[src/rtl/fpti_pkg.sv]
// Shared types and constants for the four-point table interpolator.
package fpti_pkg;

  // Fixed field widths
  localparam int POS_W    = 29;
  localparam int LEN_W    = 13;
  localparam int WIDX_W   = 12;
  localparam int SAMPLE_W = 16;

  // Weight u: 16 fraction bits plus one integer bit for the value one
  localparam int UFRAC_W = 16;
  localparam int U_W     = UFRAC_W + 1;
  localparam logic [U_W-1:0] U_ONE = U_W'(1) << UFRAC_W;

  // Shortest table that can be interpolated
  localparam int MIN_LEN = 4;

  // Default parameter values
  localparam int DEF_TABLE_DEPTH   = 4096;
  localparam int DEF_FRACTION_BITS = 16;

  // Interleaved sample memory: four neighbors come from four banks
  localparam int BANKS  = 4;
  localparam int BANK_W = 2;

  // Command queue between front and back
  localparam int QUEUE_DEPTH = 4;
  localparam int QPTR_W      = $clog2(QUEUE_DEPTH);
  localparam int QCNT_W      = $clog2(QUEUE_DEPTH + 1);

  // Datapath widths of the polynomial evaluation
  localparam int K1_W = SAMPLE_W + 1;
  localparam int K3_W = SAMPLE_W + 3;
  localparam int K2_W = SAMPLE_W + 4;
  localparam int P3_W = U_W + 1 + K3_W;
  localparam int H2_W = 38;
  localparam int P2_W = U_W + 1 + H2_W;
  localparam int S5_W = P2_W + 1;
  localparam int H1_W = 40;
  localparam int P1_W = U_W + 1 + H1_W;
  localparam int V_W  = P1_W + 1;
  localparam int OW_W = V_W - 33;

  localparam logic signed [SAMPLE_W-1:0] SAMPLE_MAX = 16'sh7fff;
  localparam logic signed [SAMPLE_W-1:0] SAMPLE_MIN = -16'sh8000;

  // Input mode codes
  localparam logic MODE_WRITE = 1'b0;
  localparam logic MODE_READ  = 1'b1;

  // Command kinds handed from front to back
  typedef enum logic [1:0] {
    CMD_WRITE,
    CMD_READ,
    CMD_ZERO
  } cmd_kind_t;

  typedef struct packed {
    cmd_kind_t                   kind;
    logic signed [SAMPLE_W-1:0]  sample;
    logic [U_W-1:0]              frac;
  } cmd_t;

endpackage

[src/rtl/fpti_if.sv]
// Valid/ready channel interfaces for the interpolator's input and result streams.
interface fpti_in_if;
  import fpti_pkg::*;

  logic                       valid;
  logic                       ready;
  logic                       mode;
  logic [WIDX_W-1:0]          write_index;
  logic signed [SAMPLE_W-1:0] write_sample;
  logic signed [POS_W-1:0]    read_position;

  modport source (
    output valid, mode, write_index, write_sample, read_position,
    input  ready
  );
  modport sink (
    input  valid, mode, write_index, write_sample, read_position,
    output ready
  );
endinterface


[src/rtl/fpti_front.sv]
// Front end: accepts input transactions, holds table_length, clamps positions into commands.
module fpti_front #(
  parameter int TABLE_DEPTH   = fpti_pkg::DEF_TABLE_DEPTH,
  parameter int FRACTION_BITS = fpti_pkg::DEF_FRACTION_BITS,
  parameter int ADDR_W        = $clog2(TABLE_DEPTH)
) (
  input  logic                         clk,
  input  logic                         rst_n,
  fpti_in_if.sink                      in_ch,
  input  logic                         cfg_write_enable,
  input  logic [fpti_pkg::LEN_W-1:0]   cfg_write_data,
  output logic                         push_valid,
  input  logic                         push_ready,
  output fpti_pkg::cmd_t               push_cmd,
  output logic [ADDR_W-1:0]            push_addr
);
  import fpti_pkg::*;

  localparam int IP_W = POS_W - FRACTION_BITS;
  localparam int CW   = ((IP_W > LEN_W) ? IP_W : LEN_W) + 1;

  logic [LEN_W-1:0]  table_length_r;
  logic [LEN_W-1:0]  len_eff;
  logic [CW-1:0]     int_part;
  logic [CW-1:0]     hi_lim;
  logic [CW-1:0]     idx;
  logic [U_W-1:0]    u_frac;
  logic              below_one;
  logic              past_end;
  logic              short_tab;
  logic              in_fire;
  logic              keep;
  cmd_t              cmd_nxt;
  logic [ADDR_W-1:0] addr_nxt;
  logic              front_valid_r;
  cmd_t              front_cmd_r;
  logic [ADDR_W-1:0] front_addr_r;

  // Fraction brought to 16 bits
  if (FRACTION_BITS >= UFRAC_W) begin : g_frac_trunc
    assign u_frac = {1'b0, in_ch.read_position[FRACTION_BITS-1 -: UFRAC_W]};
  end else begin : g_frac_pad
    assign u_frac = {1'b0, in_ch.read_position[FRACTION_BITS-1:0],
                     {(UFRAC_W - FRACTION_BITS){1'b0}}};
  end

  // Effective length and clamp limits
  always_comb begin
    if (32'(table_length_r) > 32'(TABLE_DEPTH)) begin
      len_eff = LEN_W'(TABLE_DEPTH);
    end else begin
      len_eff = table_length_r;
    end
    short_tab = len_eff < LEN_W'(MIN_LEN);
    hi_lim    = CW'(len_eff) - CW'(3);
    int_part  = CW'(in_ch.read_position[POS_W-1:FRACTION_BITS]);
    below_one = in_ch.read_position[POS_W-1] || (int_part == '0);
    past_end  = !below_one && (int_part > hi_lim);
    if (below_one) begin
      idx = CW'(1);
    end else if (past_end) begin
      idx = hi_lim;
    end else begin
      idx = int_part;
    end
  end

  // Classify the transaction into a command
  always_comb begin
    cmd_nxt.sample = in_ch.write_sample;
    cmd_nxt.frac   = u_frac;
    keep           = 1'b1;
    if (in_ch.mode == MODE_WRITE) begin
      cmd_nxt.kind = CMD_WRITE;
      addr_nxt     = ADDR_W'(in_ch.write_index);
      // writes beyond the table are dropped here
      keep         = 32'(in_ch.write_index) < 32'(TABLE_DEPTH);
    end else if (short_tab) begin
      cmd_nxt.kind = CMD_ZERO;
      addr_nxt     = '0;
    end else begin
      cmd_nxt.kind = CMD_READ;
      // base address is the leftmost of the four neighbors
      addr_nxt     = ADDR_W'(idx - CW'(1));
      if (below_one) begin
        cmd_nxt.frac = '0;
      end else if (past_end) begin
        cmd_nxt.frac = U_ONE;
      end
    end
  end

  assign in_ch.ready = !front_valid_r || push_ready;
  assign in_fire     = in_ch.valid && in_ch.ready;

  // Control registers
  always_ff @(posedge clk) begin
    if (!rst_n) begin
      front_valid_r  <= 1'b0;
      table_length_r <= '0;
    end else begin
      if (cfg_write_enable) begin
        table_length_r <= cfg_write_data;
      end
      if (in_ch.ready) begin
        front_valid_r <= in_fire && keep;
      end
    end
  end

  // Command payload
  always_ff @(posedge clk) begin
    if (in_fire) begin
      front_cmd_r  <= cmd_nxt;
      front_addr_r <= addr_nxt;
    end
  end

  assign push_valid = front_valid_r;
  assign push_cmd   = front_cmd_r;
  assign push_addr  = front_addr_r;

endmodule

[src/flat_wrapper.sv]
// flat-port wrapper written by rule: the top's interface ports become plain ports
module fpti_front_flat import fpti_pkg::*;
#(
  parameter int TABLE_DEPTH   = fpti_pkg::DEF_TABLE_DEPTH,
  parameter int FRACTION_BITS = fpti_pkg::DEF_FRACTION_BITS,
  parameter int ADDR_W        = $clog2(TABLE_DEPTH)
)
  (clk, rst_n, cfg_write_enable, cfg_write_data, push_valid, push_ready, push_cmd, push_addr, in_ch_valid, in_ch_mode, in_ch_write_index, in_ch_write_sample, in_ch_read_position, in_ch_ready);
  fpti_in_if in_ch_i ();
  input  logic clk;
  input  logic rst_n;
  input  logic cfg_write_enable;
  input  logic [fpti_pkg::LEN_W-1:0] cfg_write_data;
  output logic push_valid;
  input  logic push_ready;
  output fpti_pkg::cmd_t push_cmd;
  output logic [ADDR_W-1:0] push_addr;
  input wire logic [$bits(in_ch_i.valid)-1:0] in_ch_valid;
  input wire logic [$bits(in_ch_i.mode)-1:0] in_ch_mode;
  input wire logic [$bits(in_ch_i.write_index)-1:0] in_ch_write_index;
  input wire logic [$bits(in_ch_i.write_sample)-1:0] in_ch_write_sample;
  input wire logic [$bits(in_ch_i.read_position)-1:0] in_ch_read_position;
  output wire logic [$bits(in_ch_i.ready)-1:0] in_ch_ready;
  assign in_ch_i.valid = in_ch_valid;
  assign in_ch_i.mode = in_ch_mode;
  assign in_ch_i.write_index = in_ch_write_index;
  assign in_ch_i.write_sample = in_ch_write_sample;
  assign in_ch_i.read_position = in_ch_read_position;
  assign in_ch_ready = in_ch_i.ready;
  fpti_front #(.TABLE_DEPTH(TABLE_DEPTH), .FRACTION_BITS(FRACTION_BITS), .ADDR_W(ADDR_W)) u_core (.clk(clk), .rst_n(rst_n), .in_ch(in_ch_i), .cfg_write_enable(cfg_write_enable), .cfg_write_data(cfg_write_data), .push_valid(push_valid), .push_ready(push_ready), .push_cmd(push_cmd), .push_addr(push_addr));
endmodule
[config.mk]
export PLATFORM = sky130hd
export DESIGN_NAME = fpti_front_flat
export DESIGN_NICKNAME = d
export VERILOG_FILES = /design/src/rtl/fpti_pkg.sv /design/src/rtl/fpti_if.sv /design/src/rtl/fpti_front.sv /design/src/flat_wrapper.sv
export SDC_FILE = /design/constraint.sdc
export NUM_CORES = 1
export LEC_CHECK = 0
export BUFFER_PORTS_ARGS = -buffer_cell sky130_fd_sc_hd__buf_2
export CAP_MARGIN = 10
export CORE_MARGIN = 2
export CORE_UTILIZATION = 54
export CTS_CLUSTER_SIZE = 40
export DETAILED_ROUTE_END_ITERATION = 12
export GPL_TIMING_DRIVEN = 1
export PLACE_DENSITY = 0.95
export SYNTH_ARGS = -nofsm -noshare
export SYNTH_HDL_FRONTEND = slang
export SYNTH_SLANG_ARGS = --single-unit
[constraint.sdc]
create_clock -name clk -period 8.6 [get_ports clk]
set_input_delay 2.15 -clock clk [delete_from_list [all_inputs] [get_ports clk]]
set_output_delay 2.15 -clock clk [all_outputs]
set_load 0.02 [all_outputs]
Word level (Yosys, flattened, before mapping)
Cells that the tools add are included.
W data, S select, Z words.
{ "word_totals": {"ff_bits": 61, "inputBits": 76, "out_inout_bits": 49} }
{ "classes": {"add_sub_neg": 2, "reduce_logical": 8, "magnitude_cmp": 3, "n_mux": 10, "n_bitwise": 1} }
{ "ops": {"columns": ["operator", "count"], "rows": [
  ["$mux W12", 4],
  ["$mux W16", 3],
  ["$mux W17", 1],
  ["$gt A13 B14 Y1", 1],
  ["$sub A13 B2 Y14 const B", 1],
  ["$gt A13 B13 Y1 const B", 1],
  ["$logic_not A13 Y1", 1],
  ["$lt A13 B3 Y1 const B", 1],
  ["$mux W13", 1],
  ["$sub A12 B1 Y12 const B", 1],
  ["$reduce_or A3 Y1", 1],
  ["$logic_and A1 B1 Y1", 2],
  ["$logic_not A1 Y1", 2],
  ["$logic_or A1 B1 Y1", 2],
  ["$mux W2", 1],
  ["$not A1 Y1", 1]
]} }

Depth between registers and ports, before layout
{ "depth": {"ltp_word": 10, "mapped_depth": 25, "mapped_depth_nobuf": 22} }

Least setup slack after synthesis
No wires, ideal clock.
{ "synth_timing": {"kind": "input to register", "start": "input port in_ch_read_position[24]", "end": "register u_core.front_addr_r[10] (netlist: u_core.push_addr[10]), data pin", "arrival_ns": 4.981, "path_stages": 14, "path_slack_ns": 3.351, "n_path_buf": 1, "setup_time_ns": 0.268, "cell_sequence": "ha_1 a21oi_1 nand2_1 a211o_1 or2_2 clkbuf_1 nand2_2 nor2_1 a211oi_1 ha_1 o311ai_0 a211oi_1 a221o_1 o311ai_1"} }
{ "synth_via": {"elab_chain_cells": 9} }
{ "synth_lines": {"columns": ["item", "line", "rtl"], "rows": [
  ["start, declared", "flat_wrapper.sv:22", "input wire logic [$bits(in_ch_i.read_position)-1:0] in_ch_read_position;"],
  ["parallel branches: the longest is 5 deep, another holds $gt A13 B14 Y1", null, null],
  ["$mux W12 (*)", "fpti_front.sv:59", "if (below_one) begin"],
  ["$sub A12 B1 Y12 (*)", "fpti_front.sv:84", "addr_nxt = ADDR_W'(idx - CW'(1));"],
  ["$mux W12 (*)", "fpti_front.sv:78", "end else if (short_tab) begin"],
  ["$mux W12 (*)", "fpti_front.sv:73", "if (in_ch.mode == MODE_WRITE) begin"],
  ["net u_core.addr_nxt[10]", "fpti_front.sv:34", "logic [ADDR_W-1:0] addr_nxt;"],
  ["end signal, assigned", "fpti_front.sv:115", "front_addr_r <= addr_nxt;"],
  ["end, declared", "fpti_front.sv:37", "logic [ADDR_W-1:0] front_addr_r;"]
]} }
Mark *: on every way through the listed nets, which the timed path passes.
A chain may end at the register's enable or synchronous reset.

Final worst setup path
{ "layout_timing": {"start": "register u_core.table_length_r[12]", "end": "register u_core.front_addr_r[10] (netlist: u_core.push_addr[10]), data pin"} }
{ "layout_via": {"elab_chain_cells": 10} }
{ "layout_lines": {"columns": ["item", "line", "rtl"], "rows": [
  ["start, declared", "fpti_front.sv:22", "logic [LEN_W-1:0] table_length_r;"],
  ["start signal, assigned", "fpti_front.sv:103", "table_length_r <= cfg_write_data;"],
  ["$gt A13 B13 Y1", "fpti_front.sv:49", "if (32'(table_length_r) > 32'(TABLE_DEPTH)) begin"],
  ["$mux W13 (*)", "fpti_front.sv:49", null],
  ["$sub A13 B2 Y14", "fpti_front.sv:55", "hi_lim = CW'(len_eff) - CW'(3);"],
  ["$gt A13 B14 Y1", "fpti_front.sv:58", "past_end = !below_one && (int_part > hi_lim);"],
  ["$logic_and A1 B1 Y1", "fpti_front.sv:58", null],
  ["$mux W12", "fpti_front.sv:61", "end else if (past_end) begin"],
  ["$mux W12", "fpti_front.sv:59", null],
  ["$sub A12 B1 Y12", "fpti_front.sv:84", null],
  ["$mux W12 (*)", "fpti_front.sv:78", null],
  ["$mux W12 (*)", "fpti_front.sv:73", null],
  ["net u_core.addr_nxt[10]", "fpti_front.sv:34", null]
]} }
The timed path passes the listed nets; every way through them passes the cells marked *.

==> summary.md <==
| Metric | Value |
|---|---|
| Status | `completed` |
| Achievable clock frequency | `168 MHz` |
| Worst skew pair latency | `~0.34 ns` |
| Syn-to-layout area delta | `25.0%` |
| Number of global-route vias before repair | `a little under 3000` |
| Fraction of registers with async set/reset | `0%` |
| Post-CTS Setup Repair Bufs | `0` |
| Power Density | `between 150 and 200 mW/mm^2` |
| Period utilisation layout | `between 60 and 70%` |
| Antenna diode count | `0` |
| Routability cong. | `between 0.9 and 1` |
| Critical path type | `reg2reg` |
| Worst-Margin Slew | `roughly 1.1 ns` |
| RSZ-0062 raised after global routing | `no` |
| Relative slew slack | `23.7%` |
| Final wirelength | `~9 mm` |
| Worst reg2reg path depth | `18` |
| CP endpoint kind | `register` |
| Hold Fails Final Rpt | `0` |
| Die Y | `84.4 um` |
| Average cell area after synthesis | `10.5 um^2` |
| CTS Sinks | `61` |
| First-pass GRT wire length | `approximately 15 mm` |
| MaxCap Viol Count | `0` |
| Clock Pin Slew Worst Setup and Hold Paths | `approximately 0.070 ns` |
| Initial Util | `between 50% and 60%` |
| Final core utilization | `69.1%` |
| H-tree Lvls | `3` |
| TNS Setup | `0 ns` |
| Seq/Total Area, Yosys | `~48%` |
| Initial antenna violation count | `0` |
| Post-Syn Area | `about 0.0035 mm^2` |
| Post-synth top flop | `edfxtp_1` |
| Minimum clock period after layout | `5.94 ns` |
| Slew Viols, Final | `0` |
| Post-synth EDFFs | `between 40 and 50` |
| Clock root cell | `clkbuf_8` |
| CTS tree | `done` |
| Drt wl/cell | `approximately 17 um` |
| CTS buffer count | `9` |
| Pin count of the biggest net entering global routing | `48` |
| # resized after CTS | `0` |
| RR Endpoint | `u_core.push_addr[10]` |
| Die ar. | `between 0.007 and 0.008 mm^2` |
| Kind of start point of the critical path | `register` |
| Leak | `1.91 nW` |
| GRT Total Usage | `roughly 26%` |
| Adder-cell area share of the yosys netlist | `between 5 and 6%` |
| Required time of the critical path | `8.75 ns` |
| Post-synthesis cell type count | `64` |
| Die span in x | `84.4 um` |
| Fraction of layout cells with a size suffix above 1 | `roughly 34%` |
| Detail Placement HPWL | `6.87 mm` |
| Vias per std cell | `5.83` |
| Cell count after placement | `just over 500` |
| XOR/XNOR Fraction of Synth Area | `1.25%` |
| VDD IR max | `0.121 mV` |
| Rows | `29` |
| Via count | `just over 3000` |
| Reg-to-Reg Start | `u_core.table_length_r[12]` |
| Final setup vio count | `0` |
| Largest family of logic cells by synthesized area | `simple AND/OR/NAND/NOR gates` |
| Number of remaining DRC errors | `0` |
| CTS Hold Buffers Added | `0` |
| Hold depth | `2` |
| Worst reg2reg setup slack | `2.66 ns` |
| Core ar. | `0.00631 mm^2` |
| Net count, final | `roughly 540` |
| Simple-Gate Fraction of Synth Area | `between 10% and 20%` |
| Hold EP | `u_core.push_valid` |
| Cells after synthesis | `331` |
| Worst EP arrival | `6.09 ns` |
| Worst Path Max Fanout | `18` |
| Number of synthesized register bits | `61` |
| YS warnings | `0` |
| Tot Pwr | `between 0.8 and 0.9 mW` |
| Min-delay src | `u_core.push_valid` |
| Mapped Nets | `~420` |
| IO Pins | `approximately 130` |
| Drt first-iter violations | `between 200 and 300` |
| Drt pass-1 iters | `5` |
| Non-filler cells, final | `533` |
| Hold crit path type | `reg2reg` |
| Final ANT Viol Nets | `0` |
| Mux contribution to synthesized area | `under 10%` |
| Compound-gate portion of the synthesized area | `around 17%` |
| Port-buffer cells | `roughly 120` |
| Clock skew | `0.0124 ns` |
| Max Buffers Root-to-Sink | `2` |
| CP startpoint | `u_core.table_length_r[12]` |
| Gr ovfl total | `0` |
registers in the layout (all words and copies together) (netlist names):
name                   flops
u_core.push_addr          12
u_core.push_cmd           35
u_core.push_valid          1
u_core.table_length_r     13
per-stage QoR:
stage / worst slack, ns / instance area [um^2] / hold slack [ns]
floorplan: 3.35 / 3490 / 0.524
global placement: 2.89 / 4150 / 0.500
detailed placement: 2.63 / 4150 / 0.519
CTS: 2.71 / 4360 / 0.532
global route: 2.03 / 4360 / 0.557
finish: 2.66 / 4360 / 0.528
layout make-up:
| cell class | count | area [um^2] |
|---|---|---|
| Inverter | 15 | 56.3 |
| Fill cell | 468 | 1950 |
| Sequential cell | 61 | 1690 |
| Tap cell | 77 | 96.3 |
| Timing Repair Buffer | 125 | 628 |
| Multi-Input combinational cell | 239 | 1680 |
| Clock inverter | 6 | 87.6 |
| Clock buffer | 10 | 128 |
where the power goes:
group	switching [mW]	total (mW)	internal, mW	leakage (nW)
Sequential	0.0112	0.356	0.345	0.578
Combinational	0.139	0.224	0.0849	1.22
Clock	0.119	0.282	0.163	0.110
cell families (layout without fill, tap and decap cells):
kind of cell / Yosys count / in the layout
AND/OR/NAND/NOR: 123 / 123
AO/OA/AOI/OAI: 80 / 80
flip-flops: 61 / 61
buffers and inverters: 31 / 156
multiplexers: 16 / 16
adder cells (fa/ha/maj): 15 / 15
XOR/XNOR: 5 / 5
worst max-delay path by stage:
stage                           endpoint  slack, ns  cells past startpoint
floorplan           u_core.push_addr[10]       3.35                     14
CTS                 u_core.push_addr[10]       2.71                     18
global placement     u_core.push_addr[6]       2.89                     13
detailed placement  u_core.push_addr[10]       2.63                     13
global route        u_core.push_addr[10]       2.03                     18
finish              u_core.push_addr[10]       2.66                     18
cells in the mapped netlist, types with 11 or more instances:
| library cell | instances | area (um^2) |
|---|---|---|
| a21oi_1 | 16 | 80.1 |
| and2_1 | 21 | 131 |
| clkbuf_1 | 11 | 41.3 |
| dfxtp_1 | 14 | 280 |
| edfxtp_1 | 47 | 1410 |
| ha_1 | 15 | 188 |
| inv_1 | 14 | 52.6 |
| mux2i_1 | 14 | 140 |
| nand2_1 | 16 | 60.1 |
| nand3_1 | 13 | 65.1 |
| nor2_1 | 18 | 67.6 |
| nor2b_1 | 19 | 119 |
| o21ai_0 | 13 | 65.1 |
critical path, stage by stage (launching register included):
cell and delay (ns):
dfxtp_1 0.71, inv_1 0.21, nand2_1 0.18, inv_1 0.09, ha_1 0.32, or4_4 0.59, o311ai_4 0.13, ha_1 0.33
nand4_1 0.13, nand4b_1 0.12, o21ai_0 0.14, a21oi_1 0.69, nand2_2 0.27, a211oi_1 0.37, ha_1 0.27, o311ai_0 0.19
a211oi_1 0.52, nand2_1 0.19, o311ai_1 0.29
routing by layer:
layer	wire length (um)	GRT usage [%]	part of all wire, %	vias to the layer above
li1	-	-	-	1486
met3	833	5.51	9.3	19
met5	0	0	0	-
met4	187	9.24	2.1	0
met1	3500	32.7	39	1426
met2	4440	44.2	50	179
layout by cell type (no fill, tap or decap), types with 2 or more instances in the layout:
master     instances
a211o_1            2
a211oi_1           3
a21boi_0           2
a21o_1             2
a21oi_1           16
a22o_1             6
a31oi_1            5
and2_1            20
buf_2            124
bufinv_16          2
clkbuf_8           9
clkinv_2           2
clkinv_4           2
dfxtp_1           14
edfxtp_1          47
ha_1              15
inv_1             14
mux2_2             2
mux2i_1           14
nand2_1           16
nand2b_1           4
nand3_1           13
nand4_1            3
nand4b_1           2
nor2_1            18
nor2b_1           19
nor3_1             5
nor4_1             6
o211ai_1           6
o21ai_0           13
o21bai_1           2
o221ai_1           2
o311ai_0           2
or2_2              3
or3_1              3
or4_1              3
xnor2_1            3
xor2_1             2
Power figures use the tool's default switching activity.
