`config.mk`:
```
export PLATFORM = sky130hd
export DESIGN_NAME = fpti_queue
export DESIGN_NICKNAME = d
export VERILOG_FILES = /design/src/rtl/fpti_pkg.sv /design/src/rtl/fpti_queue.sv
export SDC_FILE = /design/constraint.sdc
export NUM_CORES = 1
export LEC_CHECK = 0
export ABC_AREA = 1
export BUFFER_PORTS_ARGS = -buffer_cell sky130_fd_sc_hd__clkbuf_2
export CORE_ASPECT_RATIO = 0.9
export CORE_MARGIN = 2
export CORE_UTILIZATION = 52
export CTS_CLUSTER_DIAMETER = 40
export CTS_CLUSTER_SIZE = 14
export DETAILED_ROUTE_END_ITERATION = 12
export HOLD_SLACK_MARGIN = 0.12
export PLACE_DENSITY_LB_ADDON = 0.25
export SYNTH_ARGS = -nofsm -noshare
export SYNTH_HDL_FRONTEND = slang
export SYNTH_SLANG_ARGS = --single-unit
```
`constraint.sdc`:
```
create_clock -name clk -period 3.3 [get_ports clk]
set_clock_uncertainty 0.1 [all_clocks]
set_input_delay 0.165 -clock clk [delete_from_list [all_inputs] [get_ports clk]]
set_output_delay 0.165 -clock clk [all_outputs]
set_load 0.01 [all_outputs]
```
`src/rtl/fpti_pkg.sv`:
```
// Shared types and constants for the four-point table interpolator.
package fpti_pkg;

  // Fixed field widths
  localparam int POS_W    = 29;
  localparam int LEN_W    = 13;
  localparam int WIDX_W   = 12;
  localparam int SAMPLE_W = 16;

  // Weight u: 16 fraction bits plus one integer bit for the value one
  localparam int UFRAC_W = 16;
  localparam int U_W     = UFRAC_W + 1;
  localparam logic [U_W-1:0] U_ONE = U_W'(1) << UFRAC_W;

  // Shortest table that can be interpolated
  localparam int MIN_LEN = 4;

  // Default parameter values
  localparam int DEF_TABLE_DEPTH   = 4096;
  localparam int DEF_FRACTION_BITS = 16;

  // Interleaved sample memory: four neighbors come from four banks
  localparam int BANKS  = 4;
  localparam int BANK_W = 2;

  // Command queue between front and back
  localparam int QUEUE_DEPTH = 4;
  localparam int QPTR_W      = $clog2(QUEUE_DEPTH);
  localparam int QCNT_W      = $clog2(QUEUE_DEPTH + 1);

  // Datapath widths of the polynomial evaluation
  localparam int K1_W = SAMPLE_W + 1;
  localparam int K3_W = SAMPLE_W + 3;
  localparam int K2_W = SAMPLE_W + 4;
  localparam int P3_W = U_W + 1 + K3_W;
  localparam int H2_W = 38;
  localparam int P2_W = U_W + 1 + H2_W;
  localparam int S5_W = P2_W + 1;
  localparam int H1_W = 40;
  localparam int P1_W = U_W + 1 + H1_W;
  localparam int V_W  = P1_W + 1;
  localparam int OW_W = V_W - 33;

  localparam logic signed [SAMPLE_W-1:0] SAMPLE_MAX = 16'sh7fff;
  localparam logic signed [SAMPLE_W-1:0] SAMPLE_MIN = -16'sh8000;

  // Input mode codes
  localparam logic MODE_WRITE = 1'b0;
  localparam logic MODE_READ  = 1'b1;

  // Command kinds handed from front to back
  typedef enum logic [1:0] {
    CMD_WRITE,
    CMD_READ,
    CMD_ZERO
  } cmd_kind_t;

  typedef struct packed {
    cmd_kind_t                   kind;
    logic signed [SAMPLE_W-1:0]  sample;
    logic [U_W-1:0]              frac;
  } cmd_t;

endpackage

```
`src/rtl/fpti_queue.sv`:
```
// Short command queue that decouples the front end from the back end.
module fpti_queue #(
  parameter int ADDR_W = 12
) (
  input  logic                clk,
  input  logic                rst_n,
  input  logic                push_valid,
  output logic                push_ready,
  input  fpti_pkg::cmd_t      push_cmd,
  input  logic [ADDR_W-1:0]   push_addr,
  output logic                pop_valid,
  input  logic                pop_ready,
  output fpti_pkg::cmd_t      pop_cmd,
  output logic [ADDR_W-1:0]   pop_addr
);
  import fpti_pkg::*;

  cmd_t              q_cmd_r  [QUEUE_DEPTH];
  logic [ADDR_W-1:0] q_addr_r [QUEUE_DEPTH];
  logic [QPTR_W-1:0] wr_ptr_r;
  logic [QPTR_W-1:0] rd_ptr_r;
  logic [QCNT_W-1:0] count_r;
  logic              push_fire;
  logic              pop_fire;

  assign push_ready = count_r != QCNT_W'(QUEUE_DEPTH);
  assign pop_valid  = count_r != '0;
  assign push_fire  = push_valid && push_ready;
  assign pop_fire   = pop_valid && pop_ready;
  assign pop_cmd    = q_cmd_r[rd_ptr_r];
  assign pop_addr   = q_addr_r[rd_ptr_r];

  // Pointers and fill count
  always_ff @(posedge clk) begin
    if (!rst_n) begin
      wr_ptr_r <= '0;
      rd_ptr_r <= '0;
      count_r  <= '0;
    end else begin
      if (push_fire) begin
        wr_ptr_r <= wr_ptr_r + QPTR_W'(1);
      end
      if (pop_fire) begin
        rd_ptr_r <= rd_ptr_r + QPTR_W'(1);
      end
      if (push_fire && !pop_fire) begin
        count_r <= count_r + QCNT_W'(1);
      end else if (pop_fire && !push_fire) begin
        count_r <= count_r - QCNT_W'(1);
      end
    end
  end

  // Entry storage
  always_ff @(posedge clk) begin
    if (push_fire) begin
      q_cmd_r[wr_ptr_r]  <= push_cmd;
      q_addr_r[wr_ptr_r] <= push_addr;
    end
  end

  a_count_bound: assert property (@(posedge clk) disable iff (!rst_n)
    count_r <= QCNT_W'(QUEUE_DEPTH))
    else $error("queue count above depth");

  a_empty_ptrs: assert property (@(posedge clk) disable iff (!rst_n)
    count_r == '0 |-> rd_ptr_r == wr_ptr_r)
    else $error("empty queue with unequal pointers");

  a_push_grows: assert property (@(posedge clk) disable iff (!rst_n)
    push_fire && !pop_fire |=> count_r == $past(count_r) + QCNT_W'(1))
    else $error("push without pop did not grow the queue");

endmodule

```
# After elaboration in Yosys (flattened, before gate mapping)
# Memories as Yosys holds them, arrays and structs flattened. A register that Yosys moved wholly into a read port is not among the register bits.
# Cells that the tools add are included.
[word_totals]
reg_bits = 7
latchBits = 0
mem_bits_rw = 188
romBits = 0
out_inout_bits = 49
memories = 2
[op_classes]
addsub = 4
mul = 0
n_div = 0
order_cmp = 0
n_eq_ne = 1
n_shift = 0
mux = 8
bitwise_logic = 0
n_reduce_logical = 8
[mem_list]
columns = ["memory", "depth", "word_bits", "read_ports", "rd_clocked_by_memory_dff", "write_ports", "line", "rtl"]
rows = [
  ["q_cmd_r", 4, 35, 1, 1, 1, "fpti_queue.sv:18", "cmd_t q_cmd_r [QUEUE_DEPTH];"],
  ["q_addr_r", 4, 12, 1, 1, 1, "fpti_queue.sv:19", "logic [ADDR_W-1:0] q_addr_r [QUEUE_DEPTH];"],
]
[ops]
columns = ["operator", "count"]
rows = [
  ["2-bit two-way mux", 4],
  ["3-bit two-way mux", 2],
  ["2-bit by 1-bit adder with 2-bit output (second input constant)", 2],
  ["1-bit logical AND", 4],
  ["3-bit by 1-bit adder with 3-bit output (second input constant)", 1],
  ["3-bit != test (second input constant)", 1],
  ["3-bit nonzero test", 1],
  ["3-bit by 1-bit subtractor with 3-bit output (second input constant)", 1],
  ["1-bit zero test", 2],
  ["1-bit two-way mux", 2],
  ["2-bit nonzero test", 1],
]

# Logic depth before layout (Yosys ltp)
# Gate-level depths: netlist (run 1).
[depth]
depth_word = 6
ltp_mapped = 13
depth_no_buf = 13

# Worst setup path after synthesis (run 1)
# Ideal clock, no wire load.
[synth_path]
kind = "register to register"
from = "reg count_r[0]"
to = "mem q_addr_r[0][0] (enable)"
arrival_time_ns = 2.720
setup_slack_ns = 0.028
stages_incl_launch_ff = 5
n_path_buf = 0
period_less_slack_ns = 3.272
path_cell_list = "dfxtp_1 nor2_1 nand2_1 nand2_1 nor2_1"
[synth_via]
elab_chain_len = 4
[synth_lines]
columns = ["element", "line", "rtl"]
rows = [
  ["from (decl)", "fpti_queue.sv:22", "logic [QCNT_W-1:0] count_r;"],
  ["from (signal assigned)", "fpti_queue.sv:47", "count_r <= count_r + QCNT_W'(1);"],
  ["from (signal assigned)", "fpti_queue.sv:49", "count_r <= count_r - QCNT_W'(1);"],
  ["3-bit != test", "fpti_queue.sv:26", "assign push_ready = count_r != QCNT_W'(QUEUE_DEPTH);"],
  ["named net push_ready", "fpti_queue.sv:8", "output logic push_ready,"],
  ["1-bit logical AND", "fpti_queue.sv:28", "assign push_fire = push_valid && push_ready;"],
  ["1-bit two-way mux", "fpti_queue.sv:56", "if (push_fire) begin"],
  ["1-bit two-way mux (implied by the code)", "fpti_queue.sv:58", "q_addr_r[wr_ptr_r] <= push_addr;"],
  ["to (decl)", "fpti_queue.sv:19", ""],
]
# The timed path passes the listed nets, and every way through them passes these cells.

==> flow_summary.toml, run 1 <==
[global_route]
antenna_found_initial = 0
first_global_vias = 4746
grt_pass1_wl_mm = 24.2
gr-total-overflow = 0
grt_max_degree = 95
grt_usage = 0.198

[sta]
period_needed_ns = 2.44
fin_crit_sh = 0.740
tns_ns = 0
slew_headroom = 0.397
slew_violations = 0
fmax_mhz = 410
setup_slack_ns = 0.858
setup_viol = 0
hold_violations = 0
rsz0062_at_grt = "no"
worst_slew_pin_slew_ns = 0.905

[cts]
cts_tree = "built"
ctsRootBufferMaster = "clkbuf_16"
path_clk_slew_ns = 0.06
cts_made_buffers = 17
cts_resized = 0
cts.path.max_buffers = 2
worstSkewPairLatency_ns = 0.42
htree_levels = 4
cts_setup_buffers = 0
clkSinkCount = 197

[route]
viasPerCell = 5.28
drt_wl_total_mm = 15.1
post-route-drc-count = 0
via_count = 4663
drt_pass1_iterations = 5
wire_per_inst_um = 17.1
drt_iter0_drc = 282
ant_nets = 0

[cells_and_area]
final_nets = 730
fillCellCount = 1098
stdcell_count = 883
antenna_cells = 0
area_delta_synth_final_pct = 21.6
finalCoreUtilization = 0.647
drive_gt1_frac = 0.296

[critical_path]
r2r_start = "count_r[0]"
regToRegEndpoint = "count_r[2]"
reg2regPathDepth = 13
worstPathArrival_ns = 2.18
endpoint_kind = "output pin"
r2r_setup_slack_ns = 1.00
start_kind = "flip-flop"
required_ns = 3.03
critical_path_class = "reg2out"
cp-endpoint = "pop_addr[11]"
crit_fanout = 94

[power_and_ir_drop]
power.density_nw_per_um2 = 714
p_leak_uw = 0.00337
peakVddDrop_v = 0.000399
finalPower_uw = 6820

[yosys]
yosys.area_share.xor_xnor = 0.00111
netlist_area_um2 = 7860
synthTopCellsByCount = "edfxtp_1 (188), o21ai_0 (82), nor2_1 (81), nor2_4 (27), o22ai_2 (27)"
synth_mux_area_frac = 0
synth_edf_count = 188
synth-seq-cells = 197
ys_types = 24
yosysMostFrequentCell = "edfxtp_1"
synthArstFlopShare = 0
synth.largest_area_cell = "edfxtp_1"
yosysWarnings = 0
synth_compound_area_frac = 0.123
yosysSeqAreaShare = 0.741
synth_top_area_frac = 0.718
synth.top_cells.by_area = "edfxtp_1 (72%), o21ai_0 (5.2%), o22ai_2 (4.3%)"
synth_nets = 580
synth-adder-area-share = 0.0105
synth_top_family_by_area = "compound AO/OA/AOI/OAI gates"
synthFlopType = "edfxtp_1"
syn_inst = 523
postSynthAreaPerCell_um2 = 15.0
synth-simple-area-share = 0.0880

[floorplan]
start_util = 0.532
die-area_um2 = 16100
fp.dieW_um = 134
core_um2 = 14800
row_count = 42
die_h_um = 121
ios = 100

[placed_design]
gp_congestion = 0.723
hpwl_mm = 8.69
dp_slack_ns = 1.04
dp_cells = 802
io_buffers = 99

[hold_path]
hp-class = "in2reg"
min_from = "push_addr[10]"

[run_status]
run_status = "complete, no violations"

[flow_run]
maxCapViolCount = 0
per-stage QoR:
| step | hold slack (ns) | instance area, um^2 |
|---|---|---|
| global route | 0.399 | 9550 |
| global placement | 0.279 | 8530 |
| detailed placement | 0.285 | 8530 |
| floorplan | 0.164 | 7860 |
| CTS | 0.389 | 9550 |
| finish | 0.403 | 9550 |
routing by layer:
metal  global-route usage  wire, um  vias up
li1                     -         -     2235
met3               0.0474       795       13
met5                    0         0        -
met2                0.326      7520      133
met1                0.259      6640     2282
met4               0.0745       168        0
cell type report:
| class | count | area [um^2] | area share |
|---|---|---|---|
| flip-flops and latches | 197 | 5830 | 0.610 |
| clock inverters | 12 | 90.1 | 0.00943 |
| inverters | 16 | 62.6 | 0.00655 |
| multi-input cells | 280 | 1780 | 0.186 |
| clock buffers | 19 | 433 | 0.0453 |
| repair buffers | 161 | 1110 | 0.116 |
| well taps | 198 | 248 | 0.0259 |
state kept, by name, summed over array words and instances, names as in the netlist, named ones only:
| name | flops |
|---|---|
| q_addr_r | 48 |
| rd_ptr_r | 2 |
| count_r | 3 |
| q_cmd_r | 140 |
| wr_ptr_r | 2 |
cells in the final DEF (no fill, tap or decap):
| cell type | netlist | layout |
|---|---|---|
| a21oi_1 | 3 | 3 |
| buf_12 | 4 | 2 |
| buf_4 | 1 | 10 |
| bufinv_16 | 0 | 1 |
| clkbuf_1 | 12 | 2 |
| clkbuf_16 | 0 | 17 |
| clkbuf_2 | 0 | 99 |
| clkinv_1 | 0 | 3 |
| clkinv_2 | 0 | 5 |
| clkinv_4 | 0 | 1 |
| clkinvlp_4 | 0 | 2 |
| dfxtp_1 | 9 | 7 |
| dfxtp_2 | 0 | 1 |
| dfxtp_4 | 0 | 1 |
| dlygate4sd3_1 | 0 | 50 |
| edfxtp_1 | 188 | 188 |
| fa_1 | 1 | 1 |
| ha_1 | 5 | 5 |
| inv_1 | 13 | 13 |
| inv_2 | 2 | 2 |
| inv_4 | 1 | 1 |
| nand2_1 | 15 | 15 |
| nand3_1 | 4 | 4 |
| nand3b_1 | 1 | 1 |
| nor2_1 | 81 | 77 |
| nor2_4 | 27 | 31 |
| o21ai_0 | 82 | 82 |
| o21ai_1 | 10 | 10 |
| o21ai_2 | 3 | 3 |
| o22ai_1 | 20 | 20 |
| o22ai_2 | 27 | 27 |
| xor2_1 | 1 | 1 |
where the power goes:
part	internal [uW]	switching [uW]	total (uW)
Combinational	655	1210	1860
Clock	1020	815	1830
Sequential	3040	80.8	3120
worst min-delay path by stage:
stage	to	slack, ns	cells after the start
2_1_floorplan	q_addr_r[0][0]	0.16	0
3_3_place_gp	q_cmd_r[0][15]	0.28	1
3_5_place_dp	q_cmd_r[1][2]	0.28	1
4_1_cts	q_cmd_r[1][2]	0.39	2
5_1_grt	q_cmd_r[3][15]	0.40	2
6_report	q_addr_r[3][10]	0.40	2
worst max-delay path: stages (launching register included):
cell	delay [ns]
dfxtp_4	0.36
buf_4	0.69
o21ai_0	0.25
o22ai_2	0.23
clkbuf_2	0.17
cell families after synthesis:
| kind of cell | count (synthesis) |
|---|---|
| DFF | 197 |
| AOI/OAI and AO/OA | 145 |
| and+or+nand+nor | 128 |
| buffers and inverters | 46 |
| adders and majority gates | 6 |
| xor gates and xnor gates | 1 |
timing repair:
| action | CTS | global route |
|---|---|---|
| hold buffers | 50 | 0 |
| setup endpoints to repair | 0 | 0 |
| hold endpoints to repair | 197 | 0 |
No activity file was read; power rests on OpenSTA's default activity.
==> run 2, diff against run 1 <==
- CORE_UTILIZATION: 52 -> 56
- clock period: 3.3 -> 2.35 ns (I/O delays scaled with it)
==> flow_summary.toml, run 2 (same netlist as run 1, synthesis figures left out) <==
[run_status]
run_status = "complete, no violations"

[route]
drt_iter0_drc = 409
viasPerCell = 5.51
post-route-drc-count = 0
drt_wl_total_mm = 15.2
wire_per_inst_um = 17.5
via_count = 4767
drt_pass1_iterations = 5
ant_nets = 0

[cells_and_area]
stdcell_count = 865
largest_register = "q_cmd_r"
fin_area_um2 = 9700
final_nets = 736
largest_register_ffs = 140
final_common_cell = "edfxtp_1"
largestRegisters = "q_cmd_r: 140 flops, q_addr_r: 48 flops, count_r: 3 flops"
drive_gt1_frac = 0.305
finalCoreUtilization = 0.701
area_delta_synth_final_pct = 23.5
fillCellCount = 922
layout_common_cells = "edfxtp_1 (188), clkbuf_2 (99), o21ai_0 (82), nor2_1 (77), dlygate4sd3_1 (52)"

[sta]
period_needed_ns = 2.29
slew_headroom = 0.637
setup_viol = 0
fin_crit_sh = 0.974
slew_violations = 0
fmax_mhz = 437
setup_slack_ns = 0.0600
hold_violations = 0
rsz0062_at_grt = "no"
worst_slew_pin_slew_ns = 0.545

[critical_path]
required_ns = 2.55
endpoint_kind = "flip-flop"
crit_fanout = 5
cp.buffers_inverters = 3
critPathMaxStageDelay_ns = 0.55
start_kind = "flip-flop"
crit_family = "buffers and inverters"
critical_path.cell_chain = "inv_1 > ha_1 > nand3b_1 > nand2_1 > dlygate4sd3_1 > nor2_1 > dlygate4sd3_1"
critical_path_class = "reg2reg"
cpMostUsedCell = "dlygate4sd3_1"
worstPathArrival_ns = 2.49
crit_slowest_cell = "dlygate4sd3_1"

[floorplan]
fp.dieW_um = 129
core_um2 = 13900
die-area_um2 = 15000
die_h_um = 116
row_count = 41
ios = 100
start_util = 0.567

[placed_design]
dp_cells = 780
io_buffers = 99
gp_congestion = 0.742
hpwl_mm = 8.68
dp_slack_ns = 0.407
postPlaceCellArea_um2 = 8590

[cts]
ctsRootBufferMaster = "clkbuf_16"
cts_made_buffers = 17
htree_levels = 4
worstSkewPairLatency_ns = 0.42
cts_tree = "built"
cts_setup_buffers = 0
cts.path.max_buffers = 2
clkSinkCount = 197
path_clk_slew_ns = 0.06

[power_and_ir_drop]
swShare = 0.302
pwr-share-clk = 0.285
p_leak_uw = 0.00345
pwr-share-comb = 0.272
power.density_nw_per_um2 = 1030
power_switching_uw = 3000
internal-power_uw = 6950
peakVddDrop_v = 0.000673
pwr-share-seq = 0.443

[global_route]
antenna_found_initial = 1
grt_usage = 0.209
gr-total-overflow = 0
grt_pass1_wl_mm = 23.3
first_global_vias = 4638
grt_max_degree = 95

[flow_run]
maxCapViolCount = 0

[hold_path]
hp-class = "in2reg"
==> run 2: changes by cell type in the layout (fill, tap and decap cells not counted) <==
cell           change
buf_12             +5
buf_4              -1
bufinv_16          +2
clkbuf_1           -2
clkinv_1           +1
clkinv_2           -2
dfxtp_1            -2
dfxtp_2            +1
dfxtp_4            +1
diode_2            +1
dlygate4sd3_1      +2
inv_6              +2
==> run 2: final timing paths <==
check               start             end  slack [ns]  cells past startpoint
max           wr_ptr_r[0]     wr_ptr_r[1]        0.06                      7
min          push_addr[1]  q_addr_r[0][1]        0.35                      2
max reg2reg   wr_ptr_r[0]     wr_ptr_r[1]        0.06                      7
min reg2reg   rd_ptr_r[1]       flip-flop        0.42                      2
==> run 2: through the flow <==
stage / TNS [ns] / hold slack, ns / power (uW)
finish: 0 / 0.352 / 9960
global route: 0 / 0.354 / 10400
CTS: 0 / 0.340 / 10000
detailed placement: 0 / 0.237 / 7120
global placement: 0 / 0.230 / 7040
floorplan: -34.92 / 0.116 / 6220
==> run 2: final cells by class <==
cell class | count | area (um^2) | share of cell area
flip-flops and latches | 197 | 5840 | 0.601
multi-input cells | 280 | 1780 | 0.183
repair buffers | 167 | 1220 | 0.126
clock buffers | 17 | 425 | 0.0438
well taps | 172 | 215 | 0.0222
clock inverters | 15 | 161 | 0.0166
inverters | 16 | 62.6 | 0.00645
diodes | 1 | 2.50 | 0.000258
==> run 2: what timing repair did <==
action                                 in CTS  in global routing
hold buffers                               52                  0
resized for setup                           0                  3
setup endpoints to repair                   0                  1
endpoints found under the hold margin     197                  0
==> run 2: worst reg2reg max path: stages, from the launching register on <==
cell	delay, ns
dfxtp_4	0.37
inv_1	0.06
ha_1	0.28
nand3b_1	0.16
nand2_1	0.07
dlygate4sd3_1	0.54
nor2_1	0.04
dlygate4sd3_1	0.55
==> run 2: power by group through the flow <==
stage	Clock, uW	Sequential [uW]	Combinational, uW
after floorplan	0	4440	1780
after global placement	0	4460	2590
after detailed placement	0	4480	2650
after CTS	2890	4400	2730
after global routing	3020	4430	2960
final	2840	4410	2710
==> run 2: metal layers <==
| metal | part of all wire | track usage | vias up |
|---|---|---|---|
| li1 | - | - | 2253 |
| met1 | 0.43 | 0.271 | 2384 |
| met2 | 0.52 | 0.344 | 115 |
| met3 | 0.047 | 0.0609 | 15 |
| met4 | 0.012 | 0.0674 | 0 |
| met5 | 0 | 0 | - |
==> run 3, diff against run 2 <==
- BUFFER_PORTS_ARGS: -buffer_cell sky130_fd_sc_hd__clkbuf_2 -> -buffer_cell sky130_fd_sc_hd__buf_2
- CAP_MARGIN: unset -> 0
==> flow_summary.toml, run 3 (same netlist as run 1, synthesis figures left out) <==
[route]
via_count = 4802
drt_pass1_iterations = 7
viasPerCell = 5.56
top_layer = "met4"
ant_nets = 0
wl_met1_mm = 6.50
wire_per_inst_um = 18.1
wl_met3_um = 845
post-route-drc-count = 0
drt_wl_total_mm = 15.7
met2_length_mm = 8.08
drt_iter0_drc = 526

[cells_and_area]
drive_gt1_frac = 0.303
layout_common_cells = "edfxtp_1 (188), buf_2 (99), o21ai_0 (82), nor2_1 (77), dlygate4sd3_1 (51)"
final_common_cell = "edfxtp_1"
fillCellCount = 911
largestRegisters = "q_cmd_r: 140 flops, q_addr_r: 48 flops, count_r: 3 flops"
multiInputGateArea_um2 = 1780
antenna_cells = 0
regArea_um2 = 5840
area_delta_synth_final_pct = 23.3
largest_register_ffs = 140
largest_register = "q_cmd_r"
final_nets = 737

[critical_path]
worstPathArrival_ns = 2.00
required_ns = 2.13
start_kind = "flip-flop"
critPathMaxStageDelay_ns = 0.42
endpoint_kind = "output pin"
crit_slowest_cell = "dfxtp_4"
critical_path.cell_chain = "inv_4 > buf_12 > o21ai_0 > o22ai_2 > buf_2"
crit_fanout = 35
critical_path_class = "reg2out"
r2r_start = "count_r[0]"

[sta]
worst_slew_pin_slew_ns = 0.488
slew_headroom = 0.674
period_needed_ns = 2.22
setup_slack_ns = 0.129
slew_violations = 0
fmax_mhz = 450
fin_crit_sh = 0.945
rsz0062_at_grt = "no"
setup_viol = 0
hold_violations = 0

[placed_design]
hpwl_mm = 9.22
dp_slack_ns = 0.402
gp_congestion = 0.739
io_buffers = 99

[floorplan]
ios = 100
start_util = 0.567
die-area_um2 = 15000
row_count = 41
fp.dieW_um = 129
die_h_um = 116
core_um2 = 13900

[power_and_ir_drop]
power.density_nw_per_um2 = 1030
finalPower_uw = 9950
peakVddDrop_v = 0.000729
p_leak_uw = 0.00342

[cts]
cts.path.max_buffers = 2
htree_levels = 4
cts_tree = "built"
clkSinkCount = 197
ctsRootBufferMaster = "clkbuf_16"
worstSkewPairLatency_ns = 0.43
path_clk_slew_ns = 0.06
cts_made_buffers = 17

[global_route]
grt_max_degree = 42
grt_pass1_wl_mm = 24.2
grt_usage = 0.217
antenna_found_initial = 0
gr-total-overflow = 0
first_global_vias = 4857

[hold_path]
min_from = "push_addr[9]"
hp-class = "in2reg"

[run_status]
run_status = "complete, no violations"

[flow_run]
maxCapViolCount = 0
==> run 3: through the flow <==
stage	cell area (um^2)	hold slack, ns	util	instances	setup TNS, ns
floorplan	7870	0.116	-	523	-34.92
global placement	8580	0.230	0.619	780	0
detailed placement	8580	0.236	0.619	780	0
CTS	9670	0.319	0.698	863	0
global route	9690	0.330	0.699	864	0
finish	9690	0.329	0.699	864	0
==> run 3: timing repair <==
item	in CTS	in global routing
hold buffers	52	0
setup endpoints to repair	0	3
hold endpoints to repair	197	0
resized for setup	0	4
buffers inserted	0	1
==> run 3: final timing paths <==
kind | cells after the start | endpoint | slack (ns)
min reg2reg | 2 | flip-flop | 0.40
max | 5 | pop_cmd[9] | 0.13
max reg2reg | 13 | count_r[2] | 0.38
min | 2 | q_addr_r[1][9] | 0.33
==> run 3: area by class of cell <==
class | count | share of cell area
multi-input cells | 280 | 0.184
clock buffers | 20 | 0.0451
flip-flops and latches | 197 | 0.602
repair buffers | 168 | 0.126
well taps | 172 | 0.0222
inverters | 16 | 0.00646
clock inverters | 11 | 0.0138
==> run 3: worst max-delay path: cells and delay by family, from the launching register on <==
kind            cells  cell delay, ns
compound gates      2            0.31
buf+inv             3            0.84
flops               1            0.42
==> run 3: metal layers <==
layer,up-vias,global-route usage
li1,2256,-
met1,2383,0.272
met2,140,0.366
met3,23,0.0641
met4,0,0.0783
met5,-,0
==> run 3: where the power goes <==
| part | total [uW] | switching (uW) | internal [uW] |
|---|---|---|---|
| Sequential | 4430 | 158 | 4270 |
| Combinational | 2690 | 1680 | 1010 |
| Clock | 2830 | 1170 | 1650 |
| Total | 9950 | 3010 | 6930 |
